`config.mk`:
```
export PLATFORM = sky130hd
export DESIGN_NAME = fbba_scan
export DESIGN_NICKNAME = d
export VERILOG_FILES = /design/src/hw/rtl/fbba_scan.sv
export SDC_FILE = /design/constraint.sdc
export NUM_CORES = 1
export LEC_CHECK = 0
export ABC_AREA = 1
export ABC_CLOCK_PERIOD_IN_PS = 7600
export BUFFER_PORTS_ARGS = -buffer_cell sky130_fd_sc_hd__buf_2
export CAP_MARGIN = 20
export CORE_UTILIZATION = 30
export DETAILED_ROUTE_END_ITERATION = 10
export SLEW_MARGIN = 10
export SYNTH_ARGS = -nofsm -noshare
export SYNTH_HDL_FRONTEND = slang
export SYNTH_SLANG_ARGS = --single-unit
```
`constraint.sdc`:
```
create_clock -name vclk -period 7.6
set_clock_uncertainty 0.15 [all_clocks]
set_input_delay 0.76 -clock vclk [all_inputs]
set_output_delay 0.76 -clock vclk [all_outputs]
set_load 0.01 [all_outputs]
```
`src/hw/rtl/fbba_scan.sv`:
```
// fbba_scan: first-fit search over one bitmap word
// masks blocks outside 1 .. limit-1 and finds the lowest free bit
// no dependencies
module fbba_scan #(
  parameter int WORD_BITS = 32,
  parameter int CMP_W     = 16,
  parameter int WB_LOG    = $clog2(WORD_BITS)
) (
  input  logic [WORD_BITS-1:0] word,
  input  logic [CMP_W-1:0]     base,
  input  logic [CMP_W-1:0]     limit,
  output logic                 hit,
  output logic [WB_LOG-1:0]    idx
);

  logic [CMP_W-1:0]     rem;
  logic [WORD_BITS-1:0] mask;
  logic [WORD_BITS-1:0] masked;

  assign rem = limit - base;

  always_comb begin
    if (rem >= CMP_W'(WORD_BITS)) begin
      mask = '1;
    end else begin
      mask = (WORD_BITS'(1) << rem[WB_LOG-1:0]) - WORD_BITS'(1);
    end
    if (base == '0) begin
      mask[0] = 1'b0;
    end
  end

  assign masked = word & mask;
  assign hit    = |masked;

  // lowest set bit wins
  always_comb begin
    idx = '0;
    for (int i = WORD_BITS - 1; i >= 0; i--) begin
      if (masked[i]) begin
        idx = WB_LOG'(i);
      end
    end
  end

endmodule

```
Word level (Yosys, flattened, before mapping)
Index checks and enable logic that the tools add are counted.
Cells by class
  add/sub/neg operators: 2
  order comparisons: 1
  shift operators: 1
  multiplexer cells: 34
  bitwise gates (word level): 1
  reductions and logical operators: 2
Operator list (count)
  5-bit two-way mux: 32
  32-bit bitwise AND: 1
  32-bit two-way mux: 1
  32-bit OR reduction: 1
  1-bit by 5-bit << shifter with 32-bit output (first input constant): 1
  32-bit by 2-bit subtractor with 32-bit output (second input constant): 1
  16-bit by 6-bit >= comparator with 1-bit output (second input constant): 1
  16-bit logical NOT: 1
  16-bit subtractor: 1
  1-bit two-way mux: 1
Storage, ports and cells
  register bits: 0
  output and inout bits: 6
  word-level logic and storage cells: 41

Longest topological paths before layout
Gate-level depths: netlist (run 1).
  word-level depth: 38
  depth in mapped cells: 48

Least setup slack after synthesis (run 1)
OpenSTA, ideal clock, no wires.
  path type: in2out
  start: input limit[0]
  end: output idx[0]
  arrival: 4.309 ns
  data required time: 6.690 ns
  path slack: 2.381 ns
  cell stages on the path: 47
  path buffers: 1
  path through: inv_1 ha_1 inv_1 fa_1 nand2_2 nand2_2 nand3_1 nand2_1 buf_2 nor4_1 inv_1 ha_1 nand3_2 inv_2 nand2_2 nor2_4 nand3_1 nand3_1 (+11 left out) nand2_1 nand2_1 nand2_1 nand2_1 nand2_1 nand2_1 nand2_1 nand2_1 nand2_1 nand2_1 nand2_1 nand2_1 nand2_1 nand2_1 nand2_1 nand2_1 nand2_1 a21oi_2
Between the ends
  word-level cells in the longest chain between the ends: 37
  elaborated cells between the ends (all ways): 39
RTL lines
  start, declared: line 11  | input logic [CMP_W-1:0] limit,
  16-bit subtractor *: line 20  | assign rem = limit - base;
  1-bit by 5-bit << shifter with 32-bit output: line 26  | mask = (WORD_BITS'(1) << rem[WB_LOG-1:0]) - WORD_BITS'(1);
  32-bit by 2-bit subtractor with 32-bit output: line 26
  32-bit two-way mux *: line 23  | if (rem >= CMP_W'(WORD_BITS)) begin
  32-bit bitwise AND *: line 33  | assign masked = word & mask;
  5-bit two-way mux (31 in series): line 40  | if (masked[i]) begin
  5-bit two-way mux *: line 40
  end, declared: line 13  | output logic [WB_LOG-1:0] idx
Mark *: on every way between the ends. The rest lies on a longest branch, timed or not.

Worst setup path after layout (run 1)
Ends and elaborated chain as after synthesis.

==> summary.md, run 1 <==
| Metric | Value |
|---|---|
| Seq cells | `0` |
| Logic pwr share | `100.0%` |
| Post-Syn Instances | `520` |
| Synth Net Count | `601` |
| Most used cell, CP | `nand2_1` |
| CP endpoint | `idx[0]` |
| Worst path max stage delay | `0.48 ns` |
| Vias in the first global route | `3054` |
| # diodes | `0` |
| First-pass GRT wire length | `approximately 13000 µm` |
| DRT iter0 DRCs | `189` |
| Critical path endpoint category | `output pin` |
| Internal power | `between 90 and 100 µW` |
| Max Cap Viol | `0` |
| Crit. Startpoint | `limit[0]` |
| Die W | `95.1 µm` |
| I/O Buffers | `70` |
| Leakage | `1.79 nW` |
| Sw frac | `65.3%` |
| Slowest-stage cell, CP | `nand2_1` |
| Register Area | `0 µm²` |
| Antenna violations before repair | `0` |
| Hold buffer count at cts | `0` |
| Final ANT Viol Nets | `0` |
| Post-CTS Setup Inserts | `0` |
| DP HPWL | `6610 µm` |
| Fin crit share | `82.1%` |
| Nets | `664` |
| Area Overhead vs Synth | `16.1%` |
| Required @ worst endpoint | `around 6.7 ns` |
| DRC viols | `0` |
| Crit path DAT | `5.33 ns` |
| Clock Power Share | `0%` |
| Layout cell share with drive strength beyond 1 | `19.3%` |
| First-pass iteration count of the detailed router | `4` |
| Fill count | `roughly 960` |
| Total global routing overflow | `0` |
| WL/cell | `11.1 µm` |
| Pin count of the biggest net entering global routing | `25` |
| Maximum clock rate | `between 150 and 200 MHz` |
| Die area | `9050 µm²` |
| Critical path launch point type | `input pin` |
| Setup_tns | `0 ns` |
| Synth cell types | `36` |
| Clk_buf instances | `0` |
| Vias/cell | `4.86` |
| Initial Util | `31.4%` |
| Final Critical Period | `6.24 ns` |
| Worst min path class | `input pin to output pin` |
| CTS resizes | `0` |
| Die H | `roughly 95 µm` |
| Placer Congestion | `approximately 0.90` |
| Peak VDD IR | `0.0000300 V` |
| Sequential-to-total area share from yosys stat | `0%` |
| Final wirelength | `7580 µm` |
| Worst slew pin tran | `approximately 0.82 ns` |
| Total power | `264 µW` |
| Flop pwr share | `0%` |
| FP Rows | `33` |
| Hold WS | `between 1.5 and 2 ns` |
| Rel. slew slack | `45.2%` |
| NetSw | `~170 µW` |
| Multi-input logic area | `2240 µm²` |
| Slew Viols, Final | `0` |
| Fin. Hold Viols | `0` |
| Status | `finished clean` |
| Total track usage | `17.1%` |
| I/O pin total | `70` |
| Final Setup Violations | `0` |
| Syn avg cell area | `5.00 µm²` |
| CORE AREA | `8300 µm²` |
| Via count | `3334` |
| RSZ-0062 raised after global routing | `no` |
| Pwr/cell area | `87.3 nW/µm²` |
| Synthesized cell area | `~2600 µm²` |
| Synth warn | `0` |
| Critical path fanouts, max | `20` |
| Kind of critical path | `input pin to output pin` |
area by class of cell:
class,count,area share [%]
Multi-Input combinational cell,432,74.2
Timing Repair Buffer,70,11.6
Inverter,79,9.82
Tap cell,105,4.35
Yosys cell counts (all sizes together) (2+ instances only):
master,n,area (µm²)
buf,7,56.3
a31oi,8,50.1
nor2,60,265
nand4,11,68.8
nor4,8,50.1
ha,16,200
nand2,194,763
nand3,63,390
a21oi,14,77.6
inv,79,297
and2,2,12.5
o21ai,27,135
xnor2,6,52.6
nor3,6,30.0
o21bai,2,15.0
xor2,5,43.8
clkbuf,2,7.51
nor3b,2,15.0
o211ai,2,15.0
power groups by stage:
stage	clock network (mW)	logic (mW)	registers, mW
2_1_floorplan	0	0.209	0
3_3_place_gp	0	0.260	0
3_5_place_dp	0	0.262	0
4_1_cts	0	0.263	0
5_1_grt	0	0.303	0
6_report	0	0.264	0
through the flow:
stage	utilization [%]	area (µm²)	std cells	setup slack (ns)
final	36.4	3020	686	1.36
after global routing	36.4	3020	686	0.766
after CTS	36.4	3020	686	1.34
after detailed placement	36.4	3020	686	1.35
after global placement	36.4	3020	686	1.51
after floorplan	-	2600	520	2.38
placed cells by master, fill, tap and decap left out, drive strengths merged:
cell type and n:
a21oi 14, o2111ai 1, nor3 6, o31ai 1, a21boi 1, and3 1, and2 2, o21ai 27
nand4 11, buf 70, nand3b 1, ha 16, fa 1, xnor2 6, nor2 60, nor4 8
o211ai 2, o21bai 2, nor3b 2, a31oi 8, nand3 63, inv 79, nand2 194, xor2 5
worst max-delay path, delay by kind of cell:
kind            cells  cell delay, ns
compound gates      1            0.11
fa+ha+maj           3            0.80
buf+inv             6            0.52
simple gates       38            3.13
logic make-up (layout without fill, tap and decap cells):
family,after synthesis,count (layout),synth area share [%]
AOI/OAI and AO/OA,56,56,12.2
adders and majority gates,17,17,8.46
buffers and inverters,88,149,13.8
xor gates and xnor gates,11,11,3.70
and+or+nand+nor,348,348,61.8
worst min-delay path by stage:
stage	start	endpoint	slack, ns	cells past startpoint
after floorplan	word[1]	idx[0]	1.52	2
after global placement	word[1]	idx[0]	1.73	4
after detailed placement	word[1]	idx[0]	1.75	4
after CTS	word[1]	idx[0]	1.75	4
after global routing	word[1]	idx[0]	1.77	4
final	word[1]	idx[0]	1.75	4
per-layer routing:
metal | global-route usage (%) | vias up | share of wire [%] | wire [µm]
li1 | - | 1807 | - | -
met1 | 22.8 | 1427 | 49 | 3700
met2 | 30.5 | 92 | 45 | 3440
met3 | 0.638 | 8 | 4.8 | 367
met4 | 2.78 | 0 | 1.0 | 78
met5 | 0 | - | 0 | 0
No activity file was read; power rests on OpenSTA's default activity.
==> run 2: changes to the inputs <==
- ABC_AREA: 1 -> 0
- ABC_CLOCK_PERIOD_IN_PS: 7600 -> 5450
- clock period: 7.6 -> 5.45 ns (I/O delays scaled with it)
==> summary.md, run 2 <==
| Metric | Value |
|---|---|
| Pin count of the biggest net entering global routing | `31` |
| Critical path endpoint category | `output pin` |
| Setup_tns | `0 ns` |
| Fin crit share | `97.3%` |
| Sequential-to-total area share from yosys stat | `0%` |
| Critical path launch point type | `input pin` |
| Critical path fanouts, max | `11` |
| NetSw | `242 µW` |
| Antenna violations before repair | `0` |
| Layout cell share with drive strength beyond 1 | `28.5%` |
| DRT iter0 DRCs | `290` |
| Placer Congestion | `~0.94` |
| Worst-path cell chain | `buf_2, inv_1, ha_1, inv_1, fa_2, a21o_1, a21oi_2, xnor2_1, nor2_1, nand2_2, or3_1, ha_1, buf_4, nor2b_2, a31o_2, a21boi_0, o21ai_0, o31ai_2, a21boi_2, o211a_1, o221a_1, a21boi_1, buf_2` |
| Clock Power Share | `0%` |
| Most common cell after layout, fill and taps aside | `buf_2` |
| Synth cell types | `68` |
| Top Layer Used | `met4` |
| Largest delay share family, worst path | `compound AO/OA/AOI/OAI gates` |
| Required @ worst endpoint | `4.76 ns` |
| Rel. slew slack | `between 60 and 70%` |
| Final Critical Period | `5.30 ns` |
| Non-filler cells, final | `533` |
| Die H | `92.3 µm` |
| Slew Viols, Final | `0` |
| Vias/cell | `5.83` |
| Met2 routed WL | `between 4000 and 5000 µm` |
| Peak VDD IR | `0.0000617 V` |
| Nets | `514` |
| Hold path endpoint | `hit` |
| Fin. Hold Viols | `0` |
| Synth warn | `0` |
| Post-synth top area share | `8.19%` |
| Placed Cells | `roughly 530` |
| DP HPWL | `6700 µm` |
| Logic pwr share | `100.0%` |
| Max Cap Viol | `0` |
| Register Area | `0 µm²` |
| Via count | `between 3000 and 4000` |
| Status | `finished clean` |
| Synth Net Count | `about 450` |
| WL/cell | `15.3 µm` |
| Initial Util | `31.3%` |
| Total power | `394 µW` |
| # diodes | `0` |
| Final wirelength | `between 8000 and 9000 µm` |
| First-pass GRT wire length | `13400 µm` |
| Metal3 WL | `395 µm` |
| DRC viols | `0` |
| Seq cells | `0` |
| Area Overhead vs Synth | `20.3%` |
| Final Setup Violations | `0` |
| Slowest-stage cell, CP | `fa_2` |
| Leakage | `around 1.3 nW` |
| Clk_buf instances | `0` |
| CORE AREA | `7810 µm²` |
| Sw frac | `61.3%` |
| Hold Path Cell Cnt | `6` |
| I/O pin total | `70` |
| Die area | `~8500 µm²` |
| First-pass iteration count of the detailed router | `5` |
| Met1 wire length | `about 3500 µm` |
| Commonest cells in the netlist | `nand2_1 (35), a21oi_1 (30), o21ai_0 (30)` |
| Post-Syn Instances | `367` |
| Count leader, synth | `nand2_1` |
| Top cells by area, synth | `ha_1 (8.2%), a21oi_1 (6.1%), o21ai_0 (6.1%), nand2_1 (5.4%), inv_1 (3.8%)` |
| Worst slew pin tran | `0.562 ns` |
| FP Rows | `32` |
| Total track usage | `18.8%` |
| Die W | `between 90 and 100 µm` |
| Maximum clock rate | `189 MHz` |
| I/O Buffers | `70` |
| Dominant cell type by area after synthesis | `ha_1` |
| Worst path bufs/invs | `5` |
| Hold WS | `1.45 ns` |
| Synthesized cell area | `between 2000 and 2500 µm²` |
| Kind of critical path | `input pin to output pin` |
| Worst path max stage delay | `0.36 ns` |
| Vias in the first global route | `2898` |
| Internal power | `153 µW` |
| Crit path DAT | `4.61 ns` |
| Final ANT Viol Nets | `0` |
| Final Instance Area | `2940 µm²` |
| Dpl cell area | `2900 µm²` |
| Syn avg cell area | `6.66 µm²` |
| Hold buffer count at cts | `0` |
| Worst min path class | `input pin to output pin` |
| Hold_sp | `word[24]` |
| Flop pwr share | `0%` |
| Total global routing overflow | `0` |
| Pwr/cell area | `134 nW/µm²` |
| Most frequent cells in the layout | `buf_2 (70), nand2_1 (34), a21oi_1 (29), o21ai_0 (29), inv_1 (24)` |
run 2: cell count changes after synthesis, sizes merged, moves of 7 or more:
cell,change
nand3,-54
a21oi,+17
o31ai,+13
nor3,+10
inv,-54
nor2,-35
nand2b,+7
a21o,+10
o31a,+9
o21ai,+7
nand2,-159
clkbuf,+9
run 2: power groups by stage:
stage / Clock (mW) / Combinational [mW] / Sequential, mW
global placement: 0 / 0.378 / 0
floorplan: 0 / 0.270 / 0
global route: 0 / 0.433 / 0
finish: 0 / 0.394 / 0
CTS: 0 / 0.380 / 0
detailed placement: 0 / 0.378 / 0
run 2: timing repair:
action,4_1_cts,5_1_grt
gates resized for setup,0,11
buffers inserted,0,2
endpoints found under the setup margin,0,6
run 2: layout make-up:
cell class | count | area [µm²]
inverter | 25 | 93.8
fill | 845 | 4870
timing repair buffer | 87 | 478
multi-input combinational | 319 | 2240
tap | 102 | 128
run 2: layer usage:
| layer | vias up | track usage (%) |
|---|---|---|
| met2 | 126 | 34.0 |
| met5 | - | 0 |
| met3 | 13 | 0.912 |
| met4 | 0 | 3.39 |
| li1 | 1538 | - |
| met1 | 1433 | 24.6 |
run 2: per-stage QoR:
stage	setup WS [ns]	util, %
6_report	0.147	37.7
5_1_grt	-0.119	37.7
4_1_cts	0.0111	37.1
3_5_place_dp	0.0369	37.1
3_3_place_gp	0.111	37.1
2_1_floorplan	0.111	-
run 2: kinds of logic (layout without fill, tap and decap cells):
kind of cell | count (synthesis) | after routing | share of synthesized area [%]
AOI/OAI and AO/OA | 159 | 159 | 47.8
xor gates and xnor gates | 13 | 13 | 4.66
adders and majority gates | 17 | 17 | 9.01
buffers and inverters | 48 | 112 | 9.62
muxes | 2 | 2 | 0.819
and+or+nand+nor | 128 | 128 | 28.1
run 2: worst max-delay path by stage:
stage / end / startpoint / cells after the start
finish: idx[0] / limit[0] / 23
global route: idx[0] / limit[0] / 23
CTS: idx[0] / limit[0] / 23
detailed placement: idx[0] / limit[0] / 23
global placement: idx[2] / limit[0] / 23
floorplan: idx[0] / limit[0] / 22
==> run 3: changes to the inputs <==
--- a/config.mk
+++ b/config.mk
@@ -8,8 +8,8 @@
 export ABC_AREA = 0
 export ABC_CLOCK_PERIOD_IN_PS = 5450
-export BUFFER_PORTS_ARGS = -buffer_cell sky130_fd_sc_hd__buf_2
 export CAP_MARGIN = 20
 export CORE_UTILIZATION = 30
 export DETAILED_ROUTE_END_ITERATION = 10
+export DONT_BUFFER_PORTS = 1
 export SLEW_MARGIN = 10
 export SYNTH_ARGS = -nofsm -noshare
==> constraint.sdc (replaced) <==
create_clock -name vclk -period 5.45
set_clock_uncertainty 0.15 [all_clocks]
set_input_delay 1.09 -clock vclk [all_inputs]
set_output_delay 1.09 -clock vclk [all_outputs]
set_load 0.01 [all_outputs]
==> summary.md, run 3 (synthesized netlist as in run 2, its figures left out) <==
| Metric | Value |
|---|---|
| Status | `finished, violations left` |
| Failing checks | `negative setup slack` |
| Slew Viols, Final | `0` |
| Dpl cell area | `roughly 3200 µm²` |
| Critical path endpoint category | `output pin` |
| DRC viols | `0` |
| Worst min path class | `input pin to output pin` |
| Area Overhead vs Synth | `42.3%` |
| Final Core Density | `about 45%` |
| Via count | `3234` |
| Final wirelength | `9050 µm` |
| Final ANT Viol Nets | `0` |
| Clk_buf instances | `0` |
| Initial Util | `31.3%` |
| Hold WS | `around 2.4 ns` |
| DP HPWL | `7330 µm` |
| CORE AREA | `roughly 7800 µm²` |
| Logic pwr share | `100.0%` |
| Final Critical Period | `slightly below 6 ns` |
| Maximum clock rate | `172 MHz` |
| Kind of critical path | `input pin to output pin` |
| First-pass GRT wire length | `14800 µm` |
| Sw frac | `56.6%` |
| Final Setup Violations | `6` |
| I/O pin total | `70` |
| Multi-input logic area | `about 2500 µm²` |
| Die H | `92.3 µm` |
| Fin. Hold Viols | `0` |
| # diodes | `0` |
| Total track usage | `21.0%` |
| Critical path fanouts, max | `7` |
| NetSw | `271 µW` |
| Critical path launch point type | `input pin` |
| Rel. slew slack | `64.6%` |
| Vias in the first global route | `between 3000 and 4000` |
| Register Area | `0 µm²` |
| Die W | `roughly 92 µm` |
| Flop pwr share | `0%` |
| Total global routing overflow | `0` |
| Worst slew pin tran | `0.528 ns` |
| Internal power | `a little over 200 µW` |
| Most common cell after layout, fill and taps aside | `buf_4` |
| Most frequent cells in the layout | `buf_4 (96), nand2_1 (33), a21oi_1 (27)` |
| Fin crit share | `106%` |
| Crit path DAT | `approximately 4.6 ns` |
| Nets | `526` |
| Vias/cell | `5.93` |
| Leakage | `1.45 nW` |
| Required @ worst endpoint | `4.21 ns` |
| DP Worst Slack | `-0.519 ns` |
| Clock Power Share | `0%` |
| FP Rows | `32` |
| First-pass iteration count of the detailed router | `5` |
| Max Cap Viol | `0` |
| RSZ-0062 raised after global routing | `yes` |
| I/O Buffers | `0` |
| Antenna violations before repair | `0` |
| Final Instance Area | `3480 µm²` |
| Fill count | `770` |
| Layout cell share with drive strength beyond 1 | `a little over a third` |
| Die area | `8510 µm²` |
| Placer Congestion | `0.941` |
| Pwr/cell area | `roughly 140 nW/µm²` |
| Pin count of the biggest net entering global routing | `23` |
| Hold buffer count at cts | `0` |
| Final WS setup | `-0.350 ns` |
| DRT iter0 DRCs | `300` |
| WL/cell | `around 17 µm` |
| Peak VDD IR | `roughly 0.000061 V` |
| Seq cells | `0` |
==> run 3: cell count changes in the layout (fill, tap and decap cells not counted), moves of 3 or more <==
cell	previous run	this run
a21boi_1	3	0
o21ai_0	29	22
nor3_1	15	12
o21ai_1	5	8
buf_4	17	96
o21ai_2	0	4
buf_2	70	0
o31ai_4	0	3
==> run 3: layout make-up <==
class,count,area share [%]
multi-input cells,319,70.8
repair buffers,99,21.9
well taps,102,3.67
inverters,25,3.60
==> run 3: final timing paths <==
check,start,end,cells past startpoint
max,limit[0],idx[0],20
min,word[5],idx[3],4
==> run 3: layer usage <==
| metal | global-route usage, % | share of wire [%] |
|---|---|---|
| met5 | 0 | 0 |
| met4 | 5.21 | 2.6 |
| met3 | 1.58 | 6.0 |
| met2 | 36.9 | 48 |
| met1 | 27.5 | 44 |
==> run 3: power by group through the flow <==
stage                     combinational, mW  clock, mW  sequential, mW
after floorplan                       0.285          0               0
after global placement                0.425          0               0
after detailed placement              0.427          0               0
after CTS                             0.448          0               0
after global routing                  0.518          0               0
final                                 0.479          0               0
==> run 3: per-stage QoR <==
stage | total power, mW | setup TNS, ns | cells
6_report | 0.479 | -1.84 | 545
3_5_place_dp | 0.427 | -2.73 | 535
5_1_grt | 0.518 | -2.92 | 545
4_1_cts | 0.448 | -1.80 | 542
3_3_place_gp | 0.425 | -2.15 | 535
2_1_floorplan | 0.285 | -2.52 | 367
==> run 3: what timing repair did <==
item                       4_1_cts  5_1_grt
pin swaps                       21       12
buffers inserted                 7        3
resized for setup               19       17
setup endpoints to repair        6        6
==> run 3: critical path, cell delays in order <==
cell and delay [ns]:
clkinv_16 0.02, ha_4 0.13, inv_2 0.04, fa_2 0.35
a21o_1 0.20, a21oi_4 0.18, xor2_1 0.21, nand2_1 0.10
or3_4 0.37, ha_4 0.22, inv_6 0.08, nor2_4 0.05
a31o_4 0.20, a21boi_2 0.15, o21ai_2 0.09, o31ai_4 0.30
a21boi_2 0.23, o211a_1 0.15, o221a_1 0.18, a21boi_4 0.21
